**src/hw/rtl/tdur_pkg.sv**
```systemverilog
package tdur_pkg;

  localparam int unsigned HISTORY_DEPTH_DEFAULT = 16;

  localparam logic [4:0] HOUR_MAX       = 5'd23;
  localparam logic [5:0] MINUTE_MAX     = 6'd59;
  localparam logic [7:0] HOURS_PER_DAY  = 8'd24;
  localparam logic [7:0] MINS_PER_HOUR  = 8'd60;

  // Event codes carried in the op field; codes 6 and 7 are unused.
  typedef enum logic [2:0] {
    OP_TICK = 3'd0,
    OP_INC  = 3'd1,
    OP_DEC  = 3'd2,
    OP_SET  = 3'd3,
    OP_UNDO = 3'd4,
    OP_REDO = 3'd5
  } op_e;

  typedef enum logic {
    ST_IDLE,
    ST_COMMIT
  } state_e;

  typedef struct packed {
    logic [4:0] hours;
    logic [5:0] minutes;
    logic [5:0] seconds;
  } time_t;

  typedef struct packed {
    logic capture;
    logic commit;
  } ctrl_cmd_t;

  typedef struct packed {
    logic result_busy;
  } dp_status_t;

  // x mod 24: reciprocal estimate that is at most one low, then one correction.
  function automatic logic [4:0] mod24(input logic [7:0] x);
    logic [14:0] prod;
    logic [7:0]  q;
    logic [7:0]  r;
    prod = 15'(x) * 15'd85;
    q    = 8'(prod >> 11);
    r    = x - 8'(q * HOURS_PER_DAY);
    if (r >= HOURS_PER_DAY) begin
      r = r - HOURS_PER_DAY;
    end
    return r[4:0];
  endfunction

  // x mod 60: same scheme as mod24.
  function automatic logic [5:0] mod60(input logic [7:0] x);
    logic [12:0] prod;
    logic [7:0]  q;
    logic [7:0]  r;
    prod = 13'(x) * 13'd17;
    q    = 8'(prod >> 10);
    r    = x - 8'(q * MINS_PER_HOUR);
    if (r >= MINS_PER_HOUR) begin
      r = r - MINS_PER_HOUR;
    end
    return r[5:0];
  endfunction

endpackage

```
**src/hw/rtl/tdur_if.sv**
```systemverilog
interface tdur_in_if;
  logic       valid;
  logic       ready;
  logic [2:0] op;
  logic [7:0] new_hours;
  logic [7:0] new_minutes;
  logic [7:0] new_seconds;

  modport source (output valid, op, new_hours, new_minutes, new_seconds, input ready);
  modport sink   (input valid, op, new_hours, new_minutes, new_seconds, output ready);
endinterface

interface tdur_out_if;
  logic       valid;
  logic       ready;
  logic [4:0] hours_now;
  logic [5:0] minutes_now;
  logic [5:0] seconds_now;
  logic       changed;

  modport source (output valid, hours_now, minutes_now, seconds_now, changed, input ready);
  modport sink   (input valid, hours_now, minutes_now, seconds_now, changed, output ready);
endinterface

```
**src/hw/rtl/tdur_ctrl.sv**
```systemverilog
module tdur_ctrl (
  input  logic                   clk_i,
  input  logic                   rst_ni,
  input  logic                   in_valid_i,
  output logic                   in_ready_o,
  input  tdur_pkg::dp_status_t   status_i,
  output tdur_pkg::ctrl_cmd_t    cmd_o
);
  import tdur_pkg::*;

  state_e state_q, state_d;

  always_ff @(posedge clk_i or negedge rst_ni) begin
    if (!rst_ni) begin
      state_q <= ST_IDLE;
    end else begin
      state_q <= state_d;
    end
  end

  always_comb begin
    state_d = state_q;
    case (state_q)
      ST_IDLE: begin
        if (in_valid_i) begin
          state_d = ST_COMMIT;
        end
      end
      ST_COMMIT: begin
        if (!status_i.result_busy) begin
          state_d = ST_IDLE;
        end
      end
      default: state_d = ST_IDLE;
    endcase
  end

  always_comb begin
    in_ready_o     = 1'b0;
    cmd_o.capture  = 1'b0;
    cmd_o.commit   = 1'b0;
    case (state_q)
      ST_IDLE: begin
        in_ready_o    = 1'b1;
        cmd_o.capture = in_valid_i;
      end
      ST_COMMIT: begin
        cmd_o.commit = !status_i.result_busy;
      end
      default: begin
        in_ready_o = 1'b0;
      end
    endcase
  end

endmodule

```
**src/hw/rtl/tdur_dp.sv**
```systemverilog
module tdur_dp #(
  parameter int unsigned HISTORY_DEPTH = tdur_pkg::HISTORY_DEPTH_DEFAULT
) (
  input  logic                   clk_i,
  input  logic                   rst_ni,
  input  tdur_pkg::ctrl_cmd_t    cmd_i,
  output tdur_pkg::dp_status_t   status_o,
  input  logic [2:0]             op_i,
  input  logic [7:0]             new_hours_i,
  input  logic [7:0]             new_minutes_i,
  input  logic [7:0]             new_seconds_i,
  output logic                   out_valid_o,
  input  logic                   out_ready_i,
  output tdur_pkg::time_t        time_o,
  output logic                   changed_o
);
  import tdur_pkg::*;

  localparam int unsigned IdxW  = (HISTORY_DEPTH > 1) ? $clog2(HISTORY_DEPTH) : 1;
  localparam int unsigned FillW = $clog2(HISTORY_DEPTH + 1);
  localparam logic [IdxW-1:0]  IdxLast  = IdxW'(HISTORY_DEPTH - 1);
  localparam logic [FillW-1:0] FillFull = FillW'(HISTORY_DEPTH);

  time_t             time_q, time_d;
  logic [FillW-1:0]  undo_fill_q, undo_fill_d;
  logic [IdxW-1:0]   undo_top_q, undo_top_d;
  logic [FillW-1:0]  redo_fill_q, redo_fill_d;

  logic [2:0]        op_q;
  logic [7:0]        new_hours_q, new_minutes_q, new_seconds_q;

  time_t             undo_mem [HISTORY_DEPTH];
  time_t             redo_mem [HISTORY_DEPTH];
  time_t             undo_rd_q, redo_rd_q;
  logic [IdxW-1:0]   undo_rd_addr, redo_rd_addr, redo_wr_addr;
  logic              undo_we, redo_we;

  logic              out_valid_q, out_valid_d;
  time_t             res_q;
  logic              changed_q, changed_d;

  time_t             adv_time, ret_time, set_time;

  // Item capture
  always_ff @(posedge clk_i) begin
    if (cmd_i.capture) begin
      op_q          <= op_i;
      new_hours_q   <= new_hours_i;
      new_minutes_q <= new_minutes_i;
      new_seconds_q <= new_seconds_i;
    end
  end

  assign undo_rd_addr = (undo_top_q == '0) ? IdxLast : undo_top_q - 1'b1;
  assign redo_rd_addr = (redo_fill_q == '0) ? '0 : IdxW'(redo_fill_q - 1'b1);
  assign redo_wr_addr = redo_fill_q[IdxW-1:0];

  // History stores, registered read
  always_ff @(posedge clk_i) begin
    undo_rd_q <= undo_mem[undo_rd_addr];
    redo_rd_q <= redo_mem[redo_rd_addr];
    if (undo_we) begin
      undo_mem[undo_top_q] <= time_q;
    end
    if (redo_we) begin
      redo_mem[redo_wr_addr] <= time_q;
    end
  end

  // One second forward, with carry
  always_comb begin
    adv_time = time_q;
    if (time_q.seconds != MINUTE_MAX) begin
      adv_time.seconds = time_q.seconds + 1'b1;
    end else begin
      adv_time.seconds = '0;
      if (time_q.minutes != MINUTE_MAX) begin
        adv_time.minutes = time_q.minutes + 1'b1;
      end else begin
        adv_time.minutes = '0;
        adv_time.hours   = (time_q.hours >= HOUR_MAX) ? '0 : time_q.hours + 1'b1;
      end
    end
  end

  // One second back, with borrow
  always_comb begin
    ret_time = time_q;
    if (time_q.seconds != '0) begin
      ret_time.seconds = time_q.seconds - 1'b1;
    end else begin
      ret_time.seconds = MINUTE_MAX;
      if (time_q.minutes != '0) begin
        ret_time.minutes = time_q.minutes - 1'b1;
      end else begin
        ret_time.minutes = MINUTE_MAX;
        ret_time.hours   = (time_q.hours != '0) ? time_q.hours - 1'b1 : HOUR_MAX;
      end
    end
  end

  assign set_time.hours   = mod24(new_hours_q);
  assign set_time.minutes = mod60(new_minutes_q);
  assign set_time.seconds = mod60(new_seconds_q);

  always_comb begin
    logic push_undo;
    push_undo   = 1'b0;
    time_d      = time_q;
    undo_fill_d = undo_fill_q;
    undo_top_d  = undo_top_q;
    redo_fill_d = redo_fill_q;
    redo_we     = 1'b0;
    changed_d   = 1'b1;
    case (op_q)
      OP_TICK: time_d = adv_time;
      OP_INC: begin
        push_undo   = 1'b1;
        redo_fill_d = '0;
        time_d      = adv_time;
      end
      OP_DEC: begin
        push_undo   = 1'b1;
        redo_fill_d = '0;
        time_d      = ret_time;
      end
      OP_SET: begin
        push_undo   = 1'b1;
        redo_fill_d = '0;
        time_d      = set_time;
      end
      OP_UNDO: begin
        if (undo_fill_q == '0) begin
          changed_d = 1'b0;
        end else begin
          redo_we     = cmd_i.commit;
          redo_fill_d = redo_fill_q + 1'b1;
          undo_top_d  = undo_rd_addr;
          undo_fill_d = undo_fill_q - 1'b1;
          time_d      = undo_rd_q;
        end
      end
      OP_REDO: begin
        if (redo_fill_q == '0) begin
          changed_d = 1'b0;
        end else begin
          push_undo   = 1'b1;
          redo_fill_d = redo_fill_q - 1'b1;
          time_d      = redo_rd_q;
        end
      end
      default: changed_d = 1'b0;
    endcase
    // Push onto the undo ring; a full ring overwrites its oldest entry.
    if (push_undo) begin
      undo_top_d  = (undo_top_q == IdxLast) ? '0 : undo_top_q + 1'b1;
      undo_fill_d = (undo_fill_q == FillFull) ? undo_fill_q : undo_fill_q + 1'b1;
    end
    undo_we = cmd_i.commit && push_undo;
  end

  always_ff @(posedge clk_i or negedge rst_ni) begin
    if (!rst_ni) begin
      time_q      <= '0;
      undo_fill_q <= '0;
      undo_top_q  <= '0;
      redo_fill_q <= '0;
    end else if (cmd_i.commit) begin
      time_q      <= time_d;
      undo_fill_q <= undo_fill_d;
      undo_top_q  <= undo_top_d;
      redo_fill_q <= redo_fill_d;
    end
  end

  // Result register
  assign out_valid_d = cmd_i.commit ? 1'b1 : (out_ready_i ? 1'b0 : out_valid_q);

  always_ff @(posedge clk_i or negedge rst_ni) begin
    if (!rst_ni) begin
      out_valid_q <= 1'b0;
    end else begin
      out_valid_q <= out_valid_d;
    end
  end

  always_ff @(posedge clk_i) begin
    if (cmd_i.commit) begin
      res_q     <= time_d;
      changed_q <= changed_d;
    end
  end

  assign status_o.result_busy = out_valid_q && !out_ready_i;
  assign out_valid_o          = out_valid_q;
  assign time_o               = res_q;
  assign changed_o            = changed_q;

endmodule

```
**src/hw/rtl/time_of_day_counter_undo_redo_top.sv**
```systemverilog
// Time-of-day counter, 24-hour hh:mm:ss, with undo and redo history. Each
// input transaction is one event (tick, increment, decrement, set, undo,
// redo); each produces exactly one result transaction carrying the time
// after the event and a changed flag, which is 0 for undo or redo on an
// empty history and for the unused op codes 6 and 7. Set reduces its
// fields modulo 24/60/60. Increment, decrement and set record the old time
// on the undo ring (a full ring overwrites its oldest entry) and empty the
// redo stack. Time resets to 00:00:00 with both histories empty.
// Each event passes through a capture state and a commit state, and a new
// event is taken only after the previous one has committed. The commit
// step consumes the registered read of the history memories, which is
// launched at capture. Commit waits while the previous result still
// sits unclaimed in the output register; the next event is still taken
// while that result waits.
module time_of_day_counter_undo_redo_top #(
  parameter int unsigned HISTORY_DEPTH = tdur_pkg::HISTORY_DEPTH_DEFAULT
) (
  input  logic        clk_i,
  input  logic        rst_ni,
  tdur_in_if.sink     in_ch_i,
  tdur_out_if.source  out_ch_o
);
  import tdur_pkg::*;

  ctrl_cmd_t  cmd;
  dp_status_t status;
  time_t      res_time;

  // Sequence capture and commit of each event.
  tdur_ctrl u_ctrl (
    .clk_i      (clk_i),
    .rst_ni     (rst_ni),
    .in_valid_i (in_ch_i.valid),
    .in_ready_o (in_ch_i.ready),
    .status_i   (status),
    .cmd_o      (cmd)
  );

  // Hold time, history stores and the result register.
  tdur_dp #(
    .HISTORY_DEPTH (HISTORY_DEPTH)
  ) u_dp (
    .clk_i         (clk_i),
    .rst_ni        (rst_ni),
    .cmd_i         (cmd),
    .status_o      (status),
    .op_i          (in_ch_i.op),
    .new_hours_i   (in_ch_i.new_hours),
    .new_minutes_i (in_ch_i.new_minutes),
    .new_seconds_i (in_ch_i.new_seconds),
    .out_valid_o   (out_ch_o.valid),
    .out_ready_i   (out_ch_o.ready),
    .time_o        (res_time),
    .changed_o     (out_ch_o.changed)
  );

  assign out_ch_o.hours_now   = res_time.hours;
  assign out_ch_o.minutes_now = res_time.minutes;
  assign out_ch_o.seconds_now = res_time.seconds;

endmodule
```
**src/flat_wrapper.sv**
```systemverilog
// flat-port wrapper written by rule: the top's interface ports become plain ports
module time_of_day_counter_undo_redo_top_flat import tdur_pkg::*;
#(
  parameter int unsigned HISTORY_DEPTH = tdur_pkg::HISTORY_DEPTH_DEFAULT
)
  (clk_i, rst_ni, in_ch_i_valid, in_ch_i_op, in_ch_i_new_hours, in_ch_i_new_minutes, in_ch_i_new_seconds, in_ch_i_ready, out_ch_o_valid, out_ch_o_hours_now, out_ch_o_minutes_now, out_ch_o_seconds_now, out_ch_o_changed, out_ch_o_ready);
  tdur_in_if in_ch_i_i ();
  tdur_out_if out_ch_o_i ();
  input  logic clk_i;
  input  logic rst_ni;
  input wire logic [$bits(in_ch_i_i.valid)-1:0] in_ch_i_valid;
  input wire logic [$bits(in_ch_i_i.op)-1:0] in_ch_i_op;
  input wire logic [$bits(in_ch_i_i.new_hours)-1:0] in_ch_i_new_hours;
  input wire logic [$bits(in_ch_i_i.new_minutes)-1:0] in_ch_i_new_minutes;
  input wire logic [$bits(in_ch_i_i.new_seconds)-1:0] in_ch_i_new_seconds;
  output wire logic [$bits(in_ch_i_i.ready)-1:0] in_ch_i_ready;
  output wire logic [$bits(out_ch_o_i.valid)-1:0] out_ch_o_valid;
  output wire logic [$bits(out_ch_o_i.hours_now)-1:0] out_ch_o_hours_now;
  output wire logic [$bits(out_ch_o_i.minutes_now)-1:0] out_ch_o_minutes_now;
  output wire logic [$bits(out_ch_o_i.seconds_now)-1:0] out_ch_o_seconds_now;
  output wire logic [$bits(out_ch_o_i.changed)-1:0] out_ch_o_changed;
  input wire logic [$bits(out_ch_o_i.ready)-1:0] out_ch_o_ready;
  assign in_ch_i_i.valid = in_ch_i_valid;
  assign in_ch_i_i.op = in_ch_i_op;
  assign in_ch_i_i.new_hours = in_ch_i_new_hours;
  assign in_ch_i_i.new_minutes = in_ch_i_new_minutes;
  assign in_ch_i_i.new_seconds = in_ch_i_new_seconds;
  assign in_ch_i_ready = in_ch_i_i.ready;
  assign out_ch_o_valid = out_ch_o_i.valid;
  assign out_ch_o_hours_now = out_ch_o_i.hours_now;
  assign out_ch_o_minutes_now = out_ch_o_i.minutes_now;
  assign out_ch_o_seconds_now = out_ch_o_i.seconds_now;
  assign out_ch_o_changed = out_ch_o_i.changed;
  assign out_ch_o_i.ready = out_ch_o_ready;
  time_of_day_counter_undo_redo_top #(.HISTORY_DEPTH(HISTORY_DEPTH)) u_core (.clk_i(clk_i), .rst_ni(rst_ni), .in_ch_i(in_ch_i_i), .out_ch_o(out_ch_o_i));
endmodule
```
**config.mk**
```make
export PLATFORM = sky130hd
export DESIGN_NAME = time_of_day_counter_undo_redo_top_flat
export DESIGN_NICKNAME = d
export VERILOG_FILES = /design/src/hw/rtl/tdur_pkg.sv /design/src/hw/rtl/tdur_if.sv /design/src/hw/rtl/tdur_ctrl.sv /design/src/hw/rtl/tdur_dp.sv /design/src/hw/rtl/time_of_day_counter_undo_redo_top.sv /design/src/flat_wrapper.sv
export SDC_FILE = /design/constraint.sdc
export NUM_CORES = 1
export LEC_CHECK = 0
export BUFFER_PORTS_ARGS = -buffer_cell sky130_fd_sc_hd__buf_2
export CAP_MARGIN = 5
export CORE_MARGIN = 4
export CORE_UTILIZATION = 35
export DETAILED_ROUTE_END_ITERATION = 8
export SYNTH_ARGS = -nofsm -noshare
export SYNTH_HDL_FRONTEND = slang
export SYNTH_SLANG_ARGS = --single-unit
```
**constraint.sdc**
```tcl
create_clock -name clk_i -period 5.7 [get_ports clk_i]
set_input_delay 0.57 -clock clk_i [delete_from_list [all_inputs] [get_ports clk_i]]
set_output_delay 0.57 -clock clk_i [all_outputs]
set_load 0.02 [all_outputs]
```
==> results of run 1 <==
[cells in the final DEF, fill, tap and decap left out, types with 8 or more instances in the layout]
cell / netlist / layout
a21oi_1: 52 / 46
buf_4: 3 / 71
dfrtp_1: 33 / 32
and2_1: 82 / 81
or3_1: 72 / 72
a221oi_1: 10 / 10
o21a_1: 9 / 9
a211oi_1: 53 / 53
xor2_1: 15 / 13
o211ai_1: 37 / 37
a21o_1: 11 / 11
inv_2: 1 / 8
mux2_2: 9 / 9
o21ai_0: 105 / 103
ha_1: 94 / 84
inv_1: 75 / 69
nor3_1: 13 / 13
dfxtp_1: 34 / 34
clkinv_2: 0 / 17
a31oi_1: 61 / 61
mux4_2: 85 / 85
fa_1: 19 / 18
nor2_1: 60 / 56
and3_1: 9 / 9
nor2b_1: 14 / 12
xnor2_1: 26 / 22
edfxtp_1: 589 / 589
nand3_1: 14 / 14
clkbuf_16: 0 / 71
clkbuf_1: 92 / 10
ha_4: 0 / 8
buf_2: 11 / 50
nand2_1: 160 / 159
[what timing repair did]
item	in CTS	in global routing
gates resized for setup	4	33
pin swaps	5	24
buffers inserted	4	8
endpoints found under the setup margin	4	18
gates cloned	0	0
[path summary, 6_finish.rpt]
kind,start,to
max in group asynchronous,rst_ni,u_core.u_dp.redo_fill_q[0]
worst min-delay path,rst_ni,u_core.u_dp.undo_fill_q[4]
min in group clk_i,in_ch_i_new_hours[7],u_core.u_dp.new_hours_q[7]
worst max register to register,u_core.u_dp.new_hours_q[1],u_core.u_dp.time_q[15]
worst max-delay path,u_core.u_dp.new_hours_q[1],u_core.u_dp.time_q[15]
worst min register to register,u_core.u_dp.out_valid_o,u_core.u_dp.out_valid_o
[state kept, by name, indices dropped and copies added, names as in the netlist]
register	flops
u_core.u_dp.op_q	3
u_core.u_dp.time_q	17
u_core.u_dp.undo_fill_q	5
u_core.u_dp.undo_mem	272
u_core.u_dp.new_hours_q	8
u_core.u_ctrl.state_q	1
u_core.u_dp.changed_o	1
u_core.u_dp.time_o	17
u_core.u_dp.redo_rd_q	17
u_core.u_dp.undo_top_q	4
u_core.u_dp.new_minutes_q	8
u_core.u_dp.out_valid_o	1
u_core.u_dp.new_seconds_q	8
u_core.u_dp.redo_fill_q	5
u_core.u_dp.undo_rd_q	17
u_core.u_dp.redo_mem	272
[layer usage]
layer	vias up	wire length [um]	GRT usage (%)
met4	0	2320	6.31
met3	88	4360	2.47
met5	-	0	0
met1	8605	30700	22.3
met2	539	31900	24.7
li1	7728	-	-
[critical path, stage by stage (launching register included)]
cell and delay, ns:
edfxtp_1 0.45, ha_4 0.31, inv_2 0.03, fa_1 0.54, inv_2 0.06, ha_4 0.26
inv_2 0.03, fa_1 0.49, inv_2 0.05, ha_4 0.26, nand4_1 0.14, buf_4 0.17
o21bai_1 0.14, a21oi_2 0.10, o21bai_1 0.15, a21o_1 0.21, buf_6 0.13, xor2_4 0.17
ha_4 0.23, xor2_2 0.14, ha_1 0.33, a21oi_2 0.16, xnor3_1 0.32, xor2_1 0.18
and2_4 0.15, mux2i_4 0.18, o32a_1 0.29
[through the flow]
step | std cells | hold WS (ns) | TNS [ns] | worst slack [ns]
after global placement | 3033 | 0.486 | -0.239 | -0.0929
after detailed placement | 3033 | 0.503 | -0.370 | -0.141
final | 3172 | 0.0480 | -0.171 | -0.0866
after global routing | 3172 | 0.0898 | -1.00 | -0.322
after CTS | 3164 | 0.0500 | 0 | 0.0252
after floorplan | 1960 | 0.274 | 0 | 0.0914
[kinds of logic after synthesis]
| kind of cell | synth area share [%] |
|---|---|
| xor gates and xnor gates | 1.32 |
| adders and majority gates | 5.38 |
| AOI/OAI and AO/OA | 8.93 |
| and+or+nand+nor | 8.37 |
| muxes | 7.08 |
| DFF | 66.4 |
| buffers and inverters | 2.53 |
[cell type report]
type / instances / area, um2
clock buffer: 88 / 1900
clock inverter: 39 / 427
fill: 7364 / 48800
inverter: 78 / 293
multi-input combinational: 1118 / 9260
sequential: 656 / 19200
tap: 1070 / 1340
timing repair buffer: 123 / 815
==> run metrics, run 1 <==
status complete, but fails checks; failing checks negative setup slack; All-Layer GR Usage 15.8%; post-synth top area share about 61%; dominant synthesized flop cell edfxtp_1; Req. time, crit path 6.21 ns; period utilization 102%; cell taking the most area after synthesis edfxtp_1; dominant cells by area after synthesis edfxtp_1 61%, mux4_2 6.6%, ha_1 4.1%, dfrtp_1 2.9%, dfxtp_1 2.4%; setup slack after layout -0.0866 ns; Setup Viol. Count Final 2; overall die width 295 um; Die ar. 87300 um2; post-route design area 33200 um2; average vias per placed instance around 5.3; P&R area growth vs syn 14.9%; Pre-antenna DRT Iters 6; final core occ 40.5%; I/O Pins 51; Slew Viols, Final 0; register bit count reported by yosys ~660; root cell of the clock tree clkbuf_16; Starting DRT DRC Count 1561; Net Count, Synth 2104; Synth Warn # 0; row count 105; Reg clk slew, reported paths around 0.07 ns; worst skew pair latency 0.62 ns; initial core utilization around a third; routed length per placed instance 21.8 um; CP Capture Type register; r2r setup slk -0.09 ns; htree depth 3; Worst R2R Path Depth 26; Unique masters post-synth 74; initial antenna violation count 0; asr flop ratio synth about 5.0%; vias in the first global route 17000; Slew HR 19.5%; Syn Std Cell Area 28900 um2; Post-DP HPWL approximately 43000 um; Syn Inst Count 1960; final WL 69300 um; GRT overflow 0; Placed Area 30600 um2; minimum clock period 5.79 ns; GP Congestion 0.806; Seq/Total Area, Yosys 66.4%; port bufs 50; clk sinks 656; largest net degree at the start of global routing 76; CP Launch Type register; Syn Area/Cell 14.7 um2; buffer levels on the longest clock path 3; CP arrival approximately 6.3 ns; global-route wire length before repair 105000 um; ANT nets after route 0; # DRC 0; skew final 0.0288 ns; cts hold-fix bufs 0; WS Path Type reg2reg; Fin. Hold Viols 0; ANT cells 0; core area 82000 um2; Nets 2190; Post-synth EDFFs slightly below 600; Synth top cells by count 589 x edfxtp_1, 160 x nand2_1, 105 x o21ai_0, 94 x ha_1, 92 x clkbuf_1; CTS tree yes; CP max FO 2; Min-Delay Path Class in2async; Die Ht 295 um; maximum clock frequency 173 MHz; cts bufs inserted 69; top-count cell post-synth edfxtp_1; RSZ-0062 raised after global routing true; fraction of layout cells with a size suffix above 1 18.3%; max cap viols 0; actual slew at the worst max-slew pin around 1.2 ns; vias 17000
Power of run 1 is not shown: default switching activity piles up to over one toggle a cycle in this logic, so the estimate is an artifact.
==> run 2: changes to the inputs <==
--- a/config.mk
+++ b/config.mk
@@ -9,6 +9,7 @@
 export CAP_MARGIN = 5
 export CORE_MARGIN = 4
 export CORE_UTILIZATION = 35
+export CTS_BUF_LIST = sky130_fd_sc_hd__clkbuf_4
 export DETAILED_ROUTE_END_ITERATION = 8
 export SYNTH_ARGS = -nofsm -noshare
 export SYNTH_HDL_FRONTEND = slang
==> run metrics, run 2 (synthesis results as in run 1) <==
status completed (was complete, but fails checks); P&R area growth vs syn 15.3% (was 14.9%); max cap viols 0 (unchanged); GRT overflow 0 (unchanged); worst skew pair latency 1.02 ns (was 0.62 ns); RSZ-0062 raised after global routing true (unchanged); Pre-antenna DRT Iters 5 (was 6); average vias per placed instance 5.26 (was 5.35); Min-Delay Path Class in2async (unchanged); minimum clock period 5.67 ns (was 5.79 ns); WS Path Type reg2reg (unchanged); CP max FO 2 (unchanged); row count 105 (unchanged); overall die width 295 um (unchanged); Starting DRT DRC Count 1324 (was 1561); largest registers u_core.u_dp.redo_mem x272, u_core.u_dp.undo_mem x272 (unchanged); # fillers 7527 (was 7364); largest net degree at the start of global routing 76 (unchanged); buffer levels on the longest clock path 3 (unchanged); commonest non-fill, non-tap cells in the layout 589 x edfxtp_1, 244 x clkbuf_4, 159 x nand2_1, 103 x o21ai_0 (was 589 x edfxtp_1, 159 x nand2_1, 103 x o21ai_0, 85 x mux4_2, 84 x ha_1); htree depth 4 (was 3); most common cell after layout, fill and taps aside edfxtp_1 (unchanged); vias in the first global route 17900 (was 17000); skew final 0.0833 ns (was 0.0288 ns); period utilization 99.5% (was 102%); Reg clk slew, reported paths 0.07 ns (about the same); ANT nets after route 0 (unchanged); routed length per placed instance 20.9 um (was 21.8 um); Die Ht 295 um (unchanged); hold_ws 0.223 ns (was 0.0480 ns); Die ar. 87300 um2 (unchanged); Setup Viol. Count Final 0 (was 2); root cell of the clock tree clkbuf_4 (was clkbuf_16); CP max stage delay 0.52 ns (was 0.54 ns); initial core utilization 35.3% (unchanged); I/O Pins 51 (unchanged); GP Congestion 0.806 (unchanged); Nets 2316 (was 2190); initial antenna violation count 2 (was 0); global-route wire length before repair 107000 um (was 105000 um); CP Capture Type register (unchanged); vias 17800 (was 17000); core area 82000 um2 (unchanged); # DRC 0 (unchanged); final WL 70500 um (was 69300 um); CP Launch Type register (unchanged); All-Layer GR Usage 16.2% (was 15.8%); maximum clock frequency 176 MHz (was 173 MHz); Req. time, crit path 6.56 ns (was 6.21 ns); CP arrival 6.53 ns (was 6.29 ns); port bufs 50 (unchanged); actual slew at the worst max-slew pin 1.21 ns (about the same); fraction of layout cells with a size suffix above 1 23.2% (was 18.3%); Slew Viols, Final 0 (unchanged); Fin. Hold Viols 0 (unchanged); Slew HR 19.7% (was 19.5%); CTS tree yes (unchanged); cts bufs inserted 164 (was 69); CP max stage cell fa_1 (unchanged); clk sinks 656 (unchanged); Post-DP HPWL 43100 um (unchanged)
[run 2: cell types whose count changed in the layout (fill, tap and decap cells not counted), sizes merged]
cell         before  now
bufinv            4    2
clkinv           28   43
dlygate4sd3       0   30
clkinvlp          3    0
inv              82   89
diode             0    4
clkbuf           88  244
buf             123  124
[run 2: cell type report]
class	instances	area (um2)	area share, %
Timing Repair Buffer	154	1120	3.37
Antenna cell	4	10.0	0.0300
Inverter	78	293	0.878
Multi-Input combinational cell	1118	9210	27.6
Tap cell	1070	1340	4.01
Sequential cell	656	19200	57.6
Clock buffer	244	1830	5.49
Clock inverter	56	344	1.03
[run 2: stage by stage]
step | util, % | cell area (um2) | std cells | setup TNS, ns | setup WS (ns)
3_5_place_dp | 37.3 | 30600 | 3033 | -0.370 | -0.141
4_1_cts | 40.4 | 33100 | 3366 | 0 | 0.000624
5_1_grt | 40.7 | 33300 | 3378 | -0.533 | -0.211
6_report | 40.7 | 33300 | 3380 | 0 | 0.0306
2_1_floorplan | - | 28900 | 1960 | 0 | 0.0914
3_3_place_gp | 37.3 | 30600 | 3033 | -0.239 | -0.0929
[run 2: timing repair]
item,in CTS,in global routing
endpoints found under the hold margin,62,0
hold buffers,30,0
pin swaps,5,5
setup buffers,3,10
setup endpoints to repair,3,18
resized for setup,5,27
[run 2: path summary, 6_finish.rpt]
| kind | from | to | slack, ns | depth (start not counted) |
|---|---|---|---|---|
| hold reg to reg | u_core.u_dp.undo_fill_q[4] | u_core.u_dp.undo_fill_q[4] | 0.51 | 1 |
| max in group asynchronous | rst_ni | u_core.u_dp.redo_fill_q[0] | 4.88 | 2 |
| hold / removal | rst_ni | u_core.u_dp.undo_top_q[1] | 0.22 | 2 |
| min in group clk_i | in_ch_i_new_hours[6] | u_core.u_dp.new_hours_q[6] | 0.29 | 2 |
| setup reg to reg | u_core.u_dp.new_hours_q[1] | u_core.u_dp.time_q[15] | 0.03 | 25 |
| setup / recovery | u_core.u_dp.new_hours_q[1] | u_core.u_dp.time_q[15] | 0.03 | 25 |
[run 2: critical path: cells and delay by family, from the launching register on]
family | cells | cell delay (ns)
buffers and inverters | 6 | 0.38
XOR/XNOR | 3 | 0.61
AO/OA/AOI/OAI | 5 | 0.84
AND/OR/NAND/NOR | 2 | 0.31
adder cells (fa/ha/maj) | 8 | 2.80
flip-flops | 1 | 0.45
multiplexers | 1 | 0.15
[run 2: metal layers]
layer	up-vias	share of wire [%]	GRT usage [%]
met1	8950	44	21.8
met3	129	6.4	3.74
met5	-	0	0
met4	0	3.5	7.15
li1	8109	-	-
met2	581	46	25.4
Power of run 2 is left out for the same reason.
